$ cat config.mk
export PLATFORM = sky130hd
export DESIGN_NAME = text_tokenizer_with_comment_strip
export DESIGN_NICKNAME = d
export VERILOG_FILES = /design/src/ttc_pkg.sv /design/src/ttc_scan.sv /design/src/ttc_queue.sv /design/src/ttc_emit.sv /design/src/text_tokenizer_with_comment_strip.sv
export SDC_FILE = /design/constraint.sdc
export NUM_CORES = 1
export LEC_CHECK = 0
export ABC_AREA = 0
export ABC_CLOCK_PERIOD_IN_PS = 11400
export BUFFER_PORTS_ARGS = -buffer_cell sky130_fd_sc_hd__buf_4
export CELL_PAD_IN_SITES_DETAIL_PLACEMENT = 2
export CELL_PAD_IN_SITES_GLOBAL_PLACEMENT = 2
export CORE_ASPECT_RATIO = 0.8
export CORE_MARGIN = 3
export CORE_UTILIZATION = 47
export CTS_CLUSTER_SIZE = 10
export DETAILED_ROUTE_END_ITERATION = 16
export GPL_ROUTABILITY_DRIVEN = 0
export PLACE_DENSITY_LB_ADDON = 0.1
export SLEW_MARGIN = 30
export SYNTH_ARGS = -nofsm -noshare
export SYNTH_HDL_FRONTEND = slang
export SYNTH_SLANG_ARGS = --single-unit
export TNS_END_PERCENT = 30
$ cat constraint.sdc
create_clock -name clk -period 11.4 [get_ports clk]
set_input_delay 1.71 -clock clk [delete_from_list [all_inputs] [get_ports clk]]
set_output_delay 1.71 -clock clk [all_outputs]
set_load 0.01 [all_outputs]
$ cat src/ttc_pkg.sv
package ttc_pkg;

  // Character codes used by the scanner
  localparam logic [7:0] CH_NL    = 8'h0A;
  localparam logic [7:0] CH_TAB   = 8'h09;
  localparam logic [7:0] CH_CR    = 8'h0D;
  localparam logic [7:0] CH_SPACE = 8'h20;
  localparam logic [7:0] CH_DQUOTE = 8'h22;
  localparam logic [7:0] CH_SQUOTE = 8'h27;
  localparam logic [7:0] CH_LPAREN = 8'h28;
  localparam logic [7:0] CH_RPAREN = 8'h29;
  localparam logic [7:0] CH_LBRACE = 8'h7B;
  localparam logic [7:0] CH_RBRACE = 8'h7D;
  localparam logic [7:0] CH_SEMI  = 8'h3B;
  localparam logic [7:0] CH_EQUALS = 8'h3D;
  localparam logic [7:0] CH_COMMA = 8'h2C;

  // Configuration register map
  localparam int unsigned CFG_IDX_W = 2;
  localparam int unsigned CMT_W     = 9;
  localparam logic [CFG_IDX_W-1:0] CFG_COMMENT_A = 2'd0;
  localparam logic [CFG_IDX_W-1:0] CFG_COMMENT_B = 2'd1;
  localparam logic [CMT_W-1:0]     CMT_OFF       = 9'd256;

  // One result word
  typedef struct packed {
    logic [7:0] token_byte;
    logic       has_byte;
    logic       token_first;
    logic       token_last;
    logic       quoted;
    logic       unterminated;
    logic       run_last;
  } result_t;

  // Everything one input word produces: one or two result words
  typedef struct packed {
    logic    two;
    result_t r0;
    result_t r1;
  } entry_t;

  function automatic logic is_space(input logic [7:0] b);
    return (b == CH_NL) || (b == CH_TAB) || (b == CH_CR) || (b == CH_SPACE);
  endfunction

  function automatic logic is_end(input logic [7:0] b);
    return is_space(b) || (b == CH_DQUOTE) || (b == CH_SEMI) || (b == CH_EQUALS) ||
           (b == CH_COMMA);
  endfunction

  function automatic logic is_single(input logic [7:0] b);
    return (b == CH_LPAREN) || (b == CH_RPAREN) || (b == CH_LBRACE) ||
           (b == CH_RBRACE) || (b == CH_SEMI) || (b == CH_EQUALS);
  endfunction

endpackage

$ cat src/ttc_scan.sv
module ttc_scan
  import ttc_pkg::*;
(
  input  logic                 clk,
  input  logic                 rst,
  input  logic                 push,
  output logic                 full,
  input  logic                 mode,
  input  logic [7:0]           text_byte,
  input  logic                 cfg_valid,
  input  logic [CFG_IDX_W-1:0] cfg_index,
  input  logic [CMT_W-1:0]     cfg_data,
  input  logic                 q_full,
  output logic                 q_wr,
  output entry_t               q_din
);

  typedef enum logic [1:0] {ST_IDLE, ST_PLAIN, ST_DQ, ST_SQ} scan_t;

  scan_t            scan, scan_next;
  logic             in_cmt, in_cmt_next;
  logic [7:0]       held_byte, held_byte_next;
  logic             held_valid, held_valid_next;
  logic             held_is_first, held_is_first_next;
  logic [CMT_W-1:0] comment_char_a, comment_char_b;

  // Start-of-token decode for a byte seen between tokens
  scan_t            sfi_scan;
  logic             sfi_res;
  logic             sfi_hold;
  logic             sfi_clear;

  result_t          r0, r1;
  logic [1:0]       n;
  logic             accept;
  logic             is_cmt_byte;

  function automatic result_t mk_res(input logic [7:0] b, input logic has,
                                     input logic first, input logic last,
                                     input logic q, input logic unterm);
    result_t r;
    r.token_byte   = has ? b : 8'd0;
    r.has_byte     = has;
    r.token_first  = first;
    r.token_last   = last;
    r.quoted       = q;
    r.unterminated = unterm;
    r.run_last     = 1'b0;
    return r;
  endfunction

  assign full   = q_full;
  assign accept = push && !q_full;
  assign is_cmt_byte = ({1'b0, text_byte} == comment_char_a) ||
                       ({1'b0, text_byte} == comment_char_b);

  // Classify a byte arriving between tokens
  always_comb begin
    sfi_scan  = ST_IDLE;
    sfi_res   = 1'b0;
    sfi_hold  = 1'b0;
    sfi_clear = 1'b0;
    if (is_space(text_byte)) begin
      sfi_scan = ST_IDLE;
    end else if (is_single(text_byte)) begin
      sfi_res = 1'b1;
    end else if (text_byte == CH_DQUOTE) begin
      sfi_scan  = ST_DQ;
      sfi_clear = 1'b1;
    end else if (text_byte == CH_SQUOTE) begin
      sfi_scan  = ST_SQ;
      sfi_clear = 1'b1;
    end else begin
      sfi_scan = ST_PLAIN;
      sfi_hold = 1'b1;
    end
  end

  // Scanner step: next state and up to two result words
  always_comb begin
    scan_next          = scan;
    in_cmt_next        = in_cmt;
    held_byte_next     = held_byte;
    held_valid_next    = held_valid;
    held_is_first_next = held_is_first;
    r0 = '0;
    r1 = '0;
    n  = 2'd0;
    if (mode) begin
      unique case (scan)
        ST_PLAIN: begin
          if (held_valid) begin
            r0 = mk_res(held_byte, 1'b1, held_is_first, 1'b1, 1'b0, 1'b0);
            n  = 2'd1;
          end
        end
        ST_DQ, ST_SQ: begin
          if (held_valid) begin
            r0 = mk_res(held_byte, 1'b1, held_is_first, 1'b0, 1'b1, 1'b0);
            r1 = mk_res(8'd0, 1'b0, 1'b0, 1'b1, 1'b1, 1'b1);
            n  = 2'd2;
          end else begin
            r0 = mk_res(8'd0, 1'b0, 1'b1, 1'b1, 1'b1, 1'b1);
            n  = 2'd1;
          end
        end
        ST_IDLE: begin
          n = 2'd0;
        end
      endcase
      scan_next          = ST_IDLE;
      in_cmt_next        = 1'b0;
      held_valid_next    = 1'b0;
      held_is_first_next = 1'b0;
    end else if (in_cmt) begin
      if (text_byte == CH_NL) in_cmt_next = 1'b0;
    end else if (is_cmt_byte) begin
      if (text_byte != CH_NL) in_cmt_next = 1'b1;
    end else begin
      unique case (scan)
        ST_IDLE: begin
          scan_next = sfi_scan;
          if (sfi_res) begin
            r0 = mk_res(text_byte, 1'b1, 1'b1, 1'b1, 1'b0, 1'b0);
            n  = 2'd1;
          end
          if (sfi_clear) begin
            held_valid_next    = 1'b0;
            held_is_first_next = 1'b0;
          end
          if (sfi_hold) begin
            held_byte_next     = text_byte;
            held_valid_next    = 1'b1;
            held_is_first_next = 1'b1;
          end
        end
        ST_PLAIN: begin
          if (is_end(text_byte)) begin
            // Token ends; the ending byte is handled as between tokens
            if (held_valid) begin
              r0 = mk_res(held_byte, 1'b1, held_is_first, 1'b1, 1'b0, 1'b0);
              if (sfi_res) begin
                r1 = mk_res(text_byte, 1'b1, 1'b1, 1'b1, 1'b0, 1'b0);
                n  = 2'd2;
              end else begin
                n  = 2'd1;
              end
            end else if (sfi_res) begin
              r0 = mk_res(text_byte, 1'b1, 1'b1, 1'b1, 1'b0, 1'b0);
              n  = 2'd1;
            end
            scan_next       = sfi_scan;
            held_valid_next = 1'b0;
            if (sfi_clear) held_is_first_next = 1'b0;
            if (sfi_hold) begin
              held_byte_next     = text_byte;
              held_valid_next    = 1'b1;
              held_is_first_next = 1'b1;
            end
          end else begin
            if (held_valid) begin
              r0 = mk_res(held_byte, 1'b1, held_is_first, 1'b0, 1'b0, 1'b0);
              n  = 2'd1;
            end
            held_is_first_next = !held_valid;
            held_byte_next     = text_byte;
            held_valid_next    = 1'b1;
          end
        end
        ST_DQ, ST_SQ: begin
          if (text_byte == ((scan == ST_DQ) ? CH_DQUOTE : CH_SQUOTE)) begin
            if (held_valid) begin
              r0 = mk_res(held_byte, 1'b1, held_is_first, 1'b1, 1'b1, 1'b0);
            end else begin
              r0 = mk_res(8'd0, 1'b0, 1'b1, 1'b1, 1'b1, 1'b0);
            end
            n                  = 2'd1;
            held_valid_next    = 1'b0;
            held_is_first_next = 1'b0;
            scan_next          = ST_IDLE;
          end else begin
            if (held_valid) begin
              r0 = mk_res(held_byte, 1'b1, held_is_first, 1'b0, 1'b1, 1'b0);
              n  = 2'd1;
            end
            held_is_first_next = !held_valid;
            held_byte_next     = text_byte;
            held_valid_next    = 1'b1;
          end
        end
      endcase
    end
    // Mark the last word of this input
    if (n == 2'd2) r1.run_last = 1'b1;
    else r0.run_last = 1'b1;
  end

  assign q_wr      = accept && (n != 2'd0);
  assign q_din.two = (n == 2'd2);
  assign q_din.r0  = r0;
  assign q_din.r1  = r1;

  // State and comment registers
  always_ff @(posedge clk) begin
    if (rst) begin
      scan           <= ST_IDLE;
      in_cmt         <= 1'b0;
      held_byte      <= 8'd0;
      held_valid     <= 1'b0;
      held_is_first  <= 1'b0;
      comment_char_a <= CMT_OFF;
      comment_char_b <= CMT_OFF;
    end else begin
      if (accept) begin
        scan          <= scan_next;
        in_cmt        <= in_cmt_next;
        held_byte     <= held_byte_next;
        held_valid    <= held_valid_next;
        held_is_first <= held_is_first_next;
      end
      if (cfg_valid) begin
        case (cfg_index)
          CFG_COMMENT_A: comment_char_a <= cfg_data;
          CFG_COMMENT_B: comment_char_b <= cfg_data;
          default: ;
        endcase
      end
    end
  end

endmodule

$ cat src/ttc_queue.sv
module ttc_queue
  import ttc_pkg::*;
#(
  parameter int unsigned DEPTH = 4
) (
  input  logic   clk,
  input  logic   rst,
  input  logic   wr,
  input  entry_t din,
  output logic   full,
  input  logic   rd,
  output entry_t dout,
  output logic   empty
);

  localparam int unsigned PTR_W = (DEPTH > 1) ? $clog2(DEPTH) : 1;
  localparam int unsigned CNT_W = $clog2(DEPTH + 1);
  localparam logic [PTR_W-1:0] PTR_MAX = PTR_W'(DEPTH - 1);
  localparam logic [CNT_W-1:0] CNT_MAX = CNT_W'(DEPTH);

  entry_t           mem [DEPTH];
  logic [PTR_W-1:0] wr_ptr, rd_ptr;
  logic [CNT_W-1:0] count;

  assign full  = (count == CNT_MAX);
  assign empty = (count == '0);
  assign dout  = mem[rd_ptr];

  // Storage
  always_ff @(posedge clk) begin
    if (wr) mem[wr_ptr] <= din;
  end

  // Pointers and fill count
  always_ff @(posedge clk) begin
    if (rst) begin
      wr_ptr <= '0;
      rd_ptr <= '0;
      count  <= '0;
    end else begin
      if (wr) wr_ptr <= (wr_ptr == PTR_MAX) ? '0 : wr_ptr + 1'b1;
      if (rd) rd_ptr <= (rd_ptr == PTR_MAX) ? '0 : rd_ptr + 1'b1;
      if (wr && !rd) count <= count + 1'b1;
      else if (rd && !wr) count <= count - 1'b1;
    end
  end

  a_no_overflow: assert property (@(posedge clk) disable iff (rst) wr |-> !full)
    else $error("queue written while full");
  a_no_underflow: assert property (@(posedge clk) disable iff (rst) rd |-> !empty)
    else $error("queue read while empty");
  a_count_range: assert property (@(posedge clk) disable iff (rst) count <= CNT_MAX)
    else $error("queue count out of range");
  a_count_up: assert property (@(posedge clk) disable iff (rst)
      (wr && !rd) |=> (count == $past(count) + 1'b1))
    else $error("queue count failed to rise");

endmodule

$ cat src/ttc_emit.sv
module ttc_emit
  import ttc_pkg::*;
(
  input  logic       clk,
  input  logic       rst,
  input  entry_t     q_entry,
  input  logic       q_empty,
  output logic       q_rd,
  output logic       empty,
  input  logic       pop,
  output result_t    res
);

  entry_t cur;
  logic   cur_valid;
  logic   sel;
  logic   take;
  logic   done;
  logic   load;

  assign res   = sel ? cur.r1 : cur.r0;
  assign empty = !cur_valid;
  assign take  = pop && cur_valid;
  assign done  = take && (sel || !cur.two);
  assign load  = !cur_valid || done;
  assign q_rd  = load && !q_empty;

  // Output register: steps through one or two words per entry
  always_ff @(posedge clk) begin
    if (rst) begin
      cur_valid <= 1'b0;
      sel       <= 1'b0;
    end else if (take && !sel && cur.two) begin
      sel <= 1'b1;
    end else if (load) begin
      cur_valid <= !q_empty;
      sel       <= 1'b0;
    end
  end

  always_ff @(posedge clk) begin
    if (q_rd) cur <= q_entry;
  end

  a_sel_needs_two: assert property (@(posedge clk) disable iff (rst)
      sel |-> (cur_valid && cur.two))
    else $error("second word selected on a single-word entry");
  a_hold_on_stall: assert property (@(posedge clk) disable iff (rst)
      (cur_valid && !pop) |=> (cur_valid && $stable(sel)))
    else $error("result word lost while stalled");
  a_first_word_first: assert property (@(posedge clk) disable iff (rst)
      (take && !sel && cur.two) |=> sel)
    else $error("second word skipped");

endmodule

$ cat src/text_tokenizer_with_comment_strip.sv
// Byte-serial text tokenizer with comment stripping and quoted strings.
//
// Input channel (push/full): one word is a text byte (mode 0) or an end of
// text marker (mode 1). A word is taken at each edge with push high and full
// low; full rises only when the internal word queue is full.
// Result channel (empty/pop): token bytes with first/last marks, quoted and
// unterminated flags and run_last on the final word of each input word. The
// front scanner writes at most one queue entry per input word (one or two
// results); the output register steps through it, one result per cycle while pop is high.
// Configuration channel (cfg_valid/cfg_ready): cfg_ready is always high;
// index 0 and 1 set the two comment bytes, other indexes are ignored. Write
// only while the block is idle.
// Throughput: one input word per cycle while pop keeps up; a word that makes
// two results occupies the output register until both are popped. An accepted
// word passes through the queue and then the output register to the ports.
// A stalled receiver fills the queue (QUEUE_DEPTH entries) and then full rises.
// Reset: scanner idle, nothing held, queue empty, comment bytes disabled (256).
module text_tokenizer_with_comment_strip
  import ttc_pkg::*;
#(
  parameter int unsigned QUEUE_DEPTH = 4
) (
  input  logic                 clk,
  input  logic                 rst,
  input  logic                 push,
  output logic                 full,
  input  logic                 mode,
  input  logic [7:0]           text_byte,
  output logic                 empty,
  input  logic                 pop,
  output logic [7:0]           token_byte,
  output logic                 has_byte,
  output logic                 token_first,
  output logic                 token_last,
  output logic                 quoted,
  output logic                 unterminated,
  output logic                 run_last,
  input  logic                 cfg_valid,
  output logic                 cfg_ready,
  input  logic [CFG_IDX_W-1:0] cfg_index,
  input  logic [CMT_W-1:0]     cfg_data
);

  entry_t  q_din, q_dout;
  logic    q_wr, q_rd, q_full, q_empty;
  result_t res;

  assign cfg_ready = 1'b1;

  ttc_scan u_scan (
    .clk       (clk),
    .rst       (rst),
    .push      (push),
    .full      (full),
    .mode      (mode),
    .text_byte (text_byte),
    .cfg_valid (cfg_valid),
    .cfg_index (cfg_index),
    .cfg_data  (cfg_data),
    .q_full    (q_full),
    .q_wr      (q_wr),
    .q_din     (q_din)
  );

  ttc_queue #(
    .DEPTH (QUEUE_DEPTH)
  ) u_queue (
    .clk   (clk),
    .rst   (rst),
    .wr    (q_wr),
    .din   (q_din),
    .full  (q_full),
    .rd    (q_rd),
    .dout  (q_dout),
    .empty (q_empty)
  );

  ttc_emit u_emit (
    .clk     (clk),
    .rst     (rst),
    .q_entry (q_dout),
    .q_empty (q_empty),
    .q_rd    (q_rd),
    .empty   (empty),
    .pop     (pop),
    .res     (res)
  );

  assign token_byte   = res.token_byte;
  assign has_byte     = res.has_byte;
  assign token_first  = res.token_first;
  assign token_last   = res.token_last;
  assign quoted       = res.quoted;
  assign unterminated = res.unterminated;
  assign run_last     = res.run_last;

endmodule
==> impl_metrics.json, run 1 <==
{
  "dr.pass1.iters": 5,
  "synth_top_area_cell": "edfxtp_1",
  "die_width_um": 147,
  "die-area_um2": 17400,
  "p_switching_mw": 0.550,
  "synth_top_family_by_area": "multiplexers",
  "synthTopCellsByCount": "130 x edfxtp_1, 45 x nor2_1, 40 x dfxtp_1, 30 x mux2i_1, 26 x mux4_2",
  "seqPwrFrac": 0.468,
  "synth-seq-cells": 170,
  "htree_levels": 4,
  "io_buffers": 40,
  "clock_tree.root_cell": "clkbuf_16",
  "hpwl_um": 14600,
  "synth.area.mux_share": 0.135,
  "cts_hold_buf": 0,
  "cp_data_required_time_ps": 11760,
  "vdd_drop_max_uv": 104,
  "tns_ps": 0,
  "intPower_mw": 1.23,
  "rows": 40,
  "wl_um": 22200,
  "timing_hold_violations_final": 0,
  "power_frac_comb": 0.207,
  "syn_avg_cell_area_um2": 14.2,
  "post_cts_buffers": 0,
  "die_y_um": 119,
  "grt_start_max_net_pins": 40,
  "antenna_cells": 0,
  "io_pins": 42,
  "syn-cell-area_um2": 7460,
  "layout_setup_ws_ps": 6080,
  "p_per_area_nw_per_um2": 208,
  "grt_pass1_vias": 5336,
  "clk_path_buf_depth": 2,
  "placed_cells": 760,
  "clk_latency_ps": 440,
  "slew_headroom": 0.426,
  "synthAdderAreaFrac": 0.0161,
  "hold_class": "register to register",
  "ys_warn_count": 0,
  "cp-start-kind": "primary input",
  "met2_length_um": 11200,
  "coreArea_um2": 15300,
  "synth_top_area_share": 0.523,
  "avgViaCountPerCell": 6.02,
  "nNetsFinal": 603,
  "cts_tree": "yes",
  "ctsResizeCount": 0,
  "syn_inst": 527,
  "synth_flop_cell": "edfxtp_1",
  "leakage_nw": 3.19,
  "via_count": 4768,
  "synth_edf_count": 130,
  "post-route-period-util": 0.467,
  "antenna_found_initial": 0,
  "fmax_ghz": 0.188,
  "synthSimpleGateAreaFrac": 0.0899,
  "route.met3.wl_um": 980,
  "final-instance-count-excl-fill": 792,
  "synth_compound_area_frac": 0.0765,
  "grt_usage": 0.265,
  "wl_met1_um": 9030,
  "status": "completed",
  "fin_util": 0.560,
  "critical_path.max_fanout": 7,
  "grt_pass1_wl_um": 33900,
  "switching_share": 0.309,
  "finalMaxSlewViolations": 0,
  "synth.area.top_cells": "edfxtp_1 52%, dfxtp_1 11%, mux4_2 7.9%, mux2i_1 4.0%, nor2_1 2.3%",
  "clkTransAtPathRegs_ps": 70,
  "synthXorXnorAreaFrac": 0.0223,
  "grt_overflow": 0,
  "wire_per_inst_um": 28.0,
  "setup_viol": 0,
  "cts_num_sinks": 170,
  "hold_depth": 2,
  "post-place-ws_ps": 5830,
  "start_util": 0.489,
  "rrSetupSlack_ps": 7320,
  "r2r_cells": 12,
  "cap_viol_max_count": 0,
  "power_mw": 1.78,
  "layout-drive-gt1-share": 0.229,
  "routed.top_layer": "met4",
  "synth_seq_area_share": 0.631,
  "syn_to_final_growth_pct": 14.7,
  "arrival_ps": 5690,
  "ys_async_sr_fraction": 0,
  "path_class": "primary input to register",
  "worst_pin_slew_ps": 860,
  "worstSetupEndpointType": "register",
  "route.detailed.drc": 0,
  "finalClockSkew_ps": 12.2,
  "clock_power_share": 0.325,
  "final_antenna_net_count": 0,
  "first_iter_violations": 377,
  "synth_cell_types": 63,
  "rsz0062_at_grt": "no",
  "fin_crit_ps": 5320,
  "cts_buffers": 17,
  "synth_most_common_cell": "edfxtp_1"
}
[metrics by stage]
stage                     hold slack, ps  instance area, µm²
after floorplan                      442                7480
after detailed placement             493                7960
after global placement               475                7950
final                                525                8560
after CTS                            528                8550
after global routing                 551                8560
[cell usage in the layout, fill, tap and decap left out, types with 5 or more instances in the layout]
master and n:
ha_1 8, mux2_2 11, inv_8 5, inv_6 6, inv_1 14, o21ai_0 19, and2_1 10, edfxtp_1 130
and3_1 5, nand2b_1 5, a21oi_1 16, mux4_2 26, clkbuf_16 17, conb_1 9, nor3_1 12, dfxtp_1 39
a211oi_1 6, mux2i_1 30, nor2_1 45, a21o_1 5, nand3_1 6, nand2_1 25, xor2_1 19, buf_4 46
[sequential cells by signal (all words and copies together), names as in the netlist]
register,cells
u_scan.comment_char_a,9
u_scan.held_byte,8
u_scan.comment_char_b,9
u_emit.cur,26
u_queue.wr_ptr,2
u_scan.in_cmt,1
u_emit.sel,1
u_queue.count,3
u_scan.held_valid,1
u_scan.held_is_first,1
u_queue.mem,104
u_queue.rd_ptr,2
u_emit.cur_valid,1
u_scan.scan,2
[power groups by stage]
stage	clock network (mW)	registers, mW	logic [mW]
after global routing	0.614	0.845	0.401
after CTS	0.589	0.835	0.374
after global placement	0	0.832	0.340
after detailed placement	0	0.843	0.363
final	0.578	0.833	0.368
after floorplan	0	0.799	0.250
[worst max-delay path, cell delays in order]
cell and delay (ps):
buf_4 140, or3_1 420, nor4b_2 320, o21a_2 270, ha_1 200, nor4b_1 340, o2111ai_1 200, a21oi_1 310
or2_1 330, ha_1 240, inv_1 70, fa_1 440, xor2_1 200, or3_1 340, a21oi_1 150
[metal layers]
| metal | up-vias | GRT usage |
|---|---|---|
| met1 | 2462 | 0.327 |
| met4 | 0 | 0.120 |
| met2 | 172 | 0.443 |
| met3 | 57 | 0.0629 |
| li1 | 2077 | - |
| met5 | - | 0 |
[worst paths after layout]
check                      start          endpoint
setup reg to reg  u_scan.scan[1]  u_queue.count[2]
setup / recovery    text_byte[4]  u_queue.count[2]
hold / removal     u_scan.in_cmt     u_scan.in_cmt
hold reg to reg    u_scan.in_cmt     u_scan.in_cmt
[layout make-up]
cell class                      count  area (µm²)
Tap cell                          210         263
Timing Repair Buffer               46         345
Fill cell                        1368        6710
Multi-Input combinational cell    319        2590
Clock inverter                     15         166
Inverter                           15        56.3
Clock buffer                       17         425
Sequential cell                   170        4710
[cell families after synthesis]
| logic type | Yosys count |
|---|---|
| simple gates | 133 |
| flops | 170 |
| mux | 67 |
| buf+inv | 45 |
| compound gates | 82 |
| xor+xnor | 19 |
| fa+ha+maj | 9 |
| other cells | 2 |
No activity file was read; power rests on OpenSTA's default activity.
==> inputs of run 2 (changes only) <==
--- a/config.mk
+++ b/config.mk
@@ -6,13 +6,13 @@
 export NUM_CORES = 1
 export LEC_CHECK = 0
 export ABC_AREA = 0
-export ABC_CLOCK_PERIOD_IN_PS = 11400
+export ABC_CLOCK_PERIOD_IN_PS = 5130
 export BUFFER_PORTS_ARGS = -buffer_cell sky130_fd_sc_hd__buf_4
 export CELL_PAD_IN_SITES_DETAIL_PLACEMENT = 2
 export CELL_PAD_IN_SITES_GLOBAL_PLACEMENT = 2
 export CORE_ASPECT_RATIO = 0.8
 export CORE_MARGIN = 3
-export CORE_UTILIZATION = 47
+export CORE_UTILIZATION = 44
 export CTS_CLUSTER_SIZE = 10
 export DETAILED_ROUTE_END_ITERATION = 16
 export GPL_ROUTABILITY_DRIVEN = 0
==> constraint.sdc (replaced) <==
create_clock -name clk -period 5.13 [get_ports clk]
set_input_delay 0.7695 -clock clk [delete_from_list [all_inputs] [get_ports clk]]
set_output_delay 0.7695 -clock clk [all_outputs]
set_load 0.01 [all_outputs]
==> impl_metrics.json, run 2 (synthesized netlist as in run 1, its figures left out) <==
{
  "status": "completed",
  "io_pins": 42,
  "seqCellArea_um2": 4710,
  "hold_depth": 2,
  "p_per_area_nw_per_um2": 460,
  "setup_viol": 0,
  "critical_path.max_fanout": 7,
  "cp-startpoint": "text_byte[4]",
  "hold_class": "register to register",
  "cts_hold_buf": 0,
  "vdd_drop_max_uv": 230,
  "clock_tree.root_cell": "clkbuf_16",
  "first_iter_violations": 343,
  "route.detailed.drc": 0,
  "fin_area_um2": 8570,
  "avgViaCountPerCell": 5.92,
  "die_width_um": 152,
  "die_y_um": 122,
  "cts_num_sinks": 170,
  "nNetsFinal": 603,
  "finalMaxSlewViolations": 0,
  "wl_um": 20600,
  "rows": 41,
  "layout-drive-gt1-share": 0.229,
  "clkTransAtPathRegs_ps": 70,
  "finalClockSkew_ps": 7.31,
  "grt_usage": 0.237,
  "cp_data_required_time_ps": 5500,
  "worst_pin_slew_ps": 941,
  "dpl-instance-area_um2": 7970,
  "nFillCells": 1510,
  "grt_start_max_net_pins": 40,
  "clk_latency_ps": 440,
  "hold_end": "u_scan.in_cmt",
  "final_antenna_net_count": 0,
  "ctsResizeCount": 0,
  "r2r_end": "u_queue.count[2]",
  "tns_ps": 0,
  "htree_levels": 4,
  "multiInputGateArea_um2": 2590,
  "wire_per_inst_um": 25.8,
  "layout_common_cells": "130 x edfxtp_1, 46 x buf_4, 45 x nor2_1",
  "cap_viol_max_count": 0,
  "post_cts_buffers": 0,
  "via_count": 4721,
  "reg2reg_from": "u_scan.scan[1]",
  "timing_hold_violations_final": 0,
  "final_common_cell": "edfxtp_1",
  "r2r_cells": 12,
  "min_from": "u_scan.in_cmt",
  "coreArea_um2": 16200,
  "cts_tree": "yes",
  "path_class": "primary input to register",
  "cts_buffers": 17,
  "syn_to_final_growth_pct": 14.9,
  "clk_path_buf_depth": 2,
  "start_util": 0.462,
  "top_regs": "u_queue.mem x104, u_emit.cur x26",
  "grt_overflow": 0,
  "hpwl_um": 13500,
  "leakage_nw": 3.19,
  "grt_pass1_wl_um": 32000,
  "largest_register_ffs": 104,
  "worstSetupEndpointType": "register",
  "post-route-period-util": 0.799,
  "dr.pass1.iters": 5,
  "fmax_ghz": 0.244,
  "antenna_found_initial": 0,
  "io_buffers": 40,
  "fin_crit_ps": 4100,
  "cp-start-kind": "primary input",
  "slew_headroom": 0.368,
  "grt_pass1_vias": 5144,
  "arrival_ps": 4460,
  "die-area_um2": 18600,
  "rsz0062_at_grt": "no",
  "rrSetupSlack_ps": 1320,
  "largest_register": "u_queue.mem",
  "antenna_cells": 0
}
-- run 2: changes by cell type in the layout (fill, tap and decap cells not counted), sizes merged --
cell      before  now
bufinv         0    1
clkinvlp       0    1
inv           26   24
-- run 2: power breakdown --
part	switching, mW	leakage [nW]	internal, mW
Combinational	0.425	1.29	0.367
Clock	0.609	0.291	0.697
Sequential	0.138	1.61	1.70
Total	1.17	3.19	2.77
-- run 2: cell type report --
cell class	count	share of cell area
Timing Repair Buffer	46	0.0403
Clock buffer	17	0.0497
Inverter	15	0.00657
Clock inverter	15	0.0200
Sequential cell	170	0.550
Tap cell	215	0.0314
Multi-Input combinational cell	319	0.302
-- run 2: layer usage --
layer	track usage	share of wire	vias to the layer above	routed length, µm
li1	-	-	2080	-
met1	0.310	0.43	2474	8890
met2	0.397	0.51	134	10400
met3	0.0480	0.039	33	804
met4	0.0836	0.023	0	481
met5	0	0	-	0
-- run 2: worst max-delay path by stage --
stage,to,slack (ps)
after floorplan,u_queue.count[2],1260
after detailed placement,u_queue.count[2],730
after global routing,u_queue.count[2],760
after CTS,u_queue.count[2],1090
after global placement,u_queue.count[2],930
final,u_queue.count[2],1030
-- run 2: worst max-delay path: stages --
cell and delay (ps):
buf_4 140, or3_1 410, nor4b_2 240, o21a_2 250, ha_1 200, nor4b_1 270, o2111ai_1 160, a21oi_1 310
or2_1 320, ha_1 250, inv_1 70, fa_1 430, xor2_1 180, or3_1 310, a21oi_1 150
-- run 2: stage by stage --
step / total power [mW] / utilization / worst slack [ps] / cells / hold WS [ps]
2_1_floorplan: 2.33 / - / 1260 / 534 / 442
3_3_place_gp: 2.60 / 0.492 / 931 / 765 / 477
3_5_place_dp: 2.67 / 0.493 / 728 / 765 / 487
4_1_cts: 3.98 / 0.530 / 1090 / 797 / 496
5_1_grt: 4.12 / 0.530 / 760 / 797 / 528
6_report: 3.94 / 0.530 / 1030 / 797 / 503
==> inputs of run 3 (changes only) <==
--- a/config.mk
+++ b/config.mk
@@ -6,13 +6,13 @@
 export NUM_CORES = 1
 export LEC_CHECK = 0
 export ABC_AREA = 0
-export ABC_CLOCK_PERIOD_IN_PS = 5130
+export ABC_CLOCK_PERIOD_IN_PS = 3500
 export BUFFER_PORTS_ARGS = -buffer_cell sky130_fd_sc_hd__buf_4
 export CELL_PAD_IN_SITES_DETAIL_PLACEMENT = 2
 export CELL_PAD_IN_SITES_GLOBAL_PLACEMENT = 2
 export CORE_ASPECT_RATIO = 0.8
 export CORE_MARGIN = 3
-export CORE_UTILIZATION = 44
+export CORE_UTILIZATION = 40
 export CTS_CLUSTER_SIZE = 10
 export DETAILED_ROUTE_END_ITERATION = 16
 export GPL_ROUTABILITY_DRIVEN = 0
==> constraint.sdc (replaced) <==
create_clock -name clk -period 3.5 [get_ports clk]
set_input_delay 0.525 -clock clk [delete_from_list [all_inputs] [get_ports clk]]
set_output_delay 0.525 -clock clk [all_outputs]
set_load 0.01 [all_outputs]
==> impl_metrics.json, run 3 (synthesized netlist as in run 1, its figures left out) <==
{
  "hpwl_um": 14800,
  "clkTransAtPathRegs_ps": 70,
  "multiInputGateArea_um2": 2620,
  "clk_latency_ps": 440,
  "syn_to_final_growth_pct": 22.4,
  "post_cts_buffers": 0,
  "htree_levels": 4,
  "setup_viol": 0,
  "nFillCells": 1721,
  "leakage_nw": 3.48,
  "fin_area_um2": 9130,
  "fin_crit_ps": 3410,
  "grt_pass1_wl_um": 34600,
  "cp-start-kind": "primary input",
  "critical_path.max_fanout": 5,
  "antenna_found_initial": 0,
  "fmax_ghz": 0.293,
  "use_met1": 0.305,
  "io_pins": 42,
  "path_class": "primary input to register",
  "die_width_um": 159,
  "layout-drive-gt1-share": 0.300,
  "die-area_um2": 20300,
  "antenna_cells": 0,
  "die_y_um": 128,
  "worst_pin_slew_ps": 728,
  "tns_ps": 0,
  "cts_buffers": 17,
  "finalClockSkew_ps": 17.6,
  "dpl-instance-area_um2": 8470,
  "grt_start_max_net_pins": 40,
  "final_antenna_net_count": 0,
  "clk_path_buf_depth": 2,
  "finalMaxSlewViolations": 0,
  "cts_hold_buf": 0,
  "status": "completed",
  "wl_um": 22500,
  "seqCellArea_um2": 4710,
  "avgViaCountPerCell": 5.49,
  "ctsResizeCount": 0,
  "start_util": 0.409,
  "post-route-period-util": 0.975,
  "cts_tree": "yes",
  "largest_register": "u_queue.mem",
  "via_count": 4868,
  "grt_usage": 0.233,
  "cts_num_sinks": 170,
  "r2r_cells": 12,
  "top_regs": "u_queue.mem x104, u_emit.cur x26",
  "hold_class": "primary input to register",
  "p_per_area_nw_per_um2": 668,
  "coreArea_um2": 18200,
  "worstSetupEndpointType": "register",
  "top_usage_layer": "met2",
  "use_met2": 0.393,
  "hold_depth": 3,
  "io_buffers": 40,
  "grt_pass1_vias": 5503,
  "dr.pass1.iters": 5,
  "slew_headroom": 0.514,
  "grt_overflow": 0,
  "arrival_ps": 3780,
  "vdd_drop_max_uv": 337,
  "timing_hold_violations_final": 0,
  "final_common_cell": "edfxtp_1",
  "final-instance-count-excl-fill": 886,
  "clock_tree.root_cell": "clkbuf_16",
  "use_met3": 0.0391,
  "cap_viol_max_count": 0,
  "nNetsFinal": 654,
  "cp_data_required_time_ps": 3860,
  "largest_register_ffs": 104,
  "rows": 44,
  "route.detailed.drc": 0,
  "first_iter_violations": 276,
  "wire_per_inst_um": 25.4,
  "layout_common_cells": "130 x edfxtp_1, 93 x buf_4, 45 x nor2_1",
  "placed_cells": 854
}
## run 3: cell types whose count changed in the layout (fill, tap and decap cells not counted), moves of 2 or more
cell,change
clkinv_4,-3
inv_8,-3
buf_12,+4
buf_4,+47
dfxtp_2,+2
bufinv_16,+3
inv_6,+3
## run 3: where the power goes
group / internal [mW] / leakage [nW] / switching [mW]
sequential: 2.50 / 1.61 / 0.143
clock: 1.23 / 0.321 / 0.907
combinational: 0.611 / 1.55 / 0.715
total: 4.33 / 3.48 / 1.77
## run 3: final timing paths
check,from,endpoint,slack (ps)
worst min-delay path,cfg_data[8],u_scan.comment_char_a[8],320
worst min register to register,u_scan.in_cmt,u_scan.in_cmt,490
worst max-delay path,text_byte[4],u_queue.count[2],90
worst max register to register,u_scan.scan[0],u_queue.count[2],360
## run 3: metal layers
layer | wire, µm | vias to the layer above
met5 | 0 | -
met2 | 11500 | 102
met4 | 397 | 0
met1 | 9790 | 2569
li1 | - | 2171
met3 | 763 | 26
## run 3: critical path: stages
cell,delay (ps)
buf_4,120
or3_4,410
nor4b_2,220
o21a_2,250
ha_1,210
nor4b_2,220
o2111ai_1,180
a21oi_1,250
or2_4,190
ha_4,130
inv_1,60
fa_2,380
xor2_1,170
or3_1,300
a21oi_1,150
## run 3: stage by stage
stage | power (mW) | hold slack, ps | util | setup slack [ps]
6_report | 6.10 | 323 | 0.501 | 87.5
5_1_grt | 6.37 | 327 | 0.501 | -1.51
4_1_cts | 6.18 | 295 | 0.500 | 122
3_5_place_dp | 4.01 | 472 | 0.465 | -258
3_3_place_gp | 3.92 | 460 | 0.464 | -111
2_1_floorplan | 3.43 | 442 | - | 22.4
## run 3: final cells by class
type                            count  area share
Inverter                           15     0.00617
Timing Repair Buffer               97      0.0853
Tap cell                          253      0.0347
Sequential cell                   170       0.516
Multi-Input combinational cell    319       0.287
Clock inverter                     15      0.0247
Clock buffer                       17      0.0466
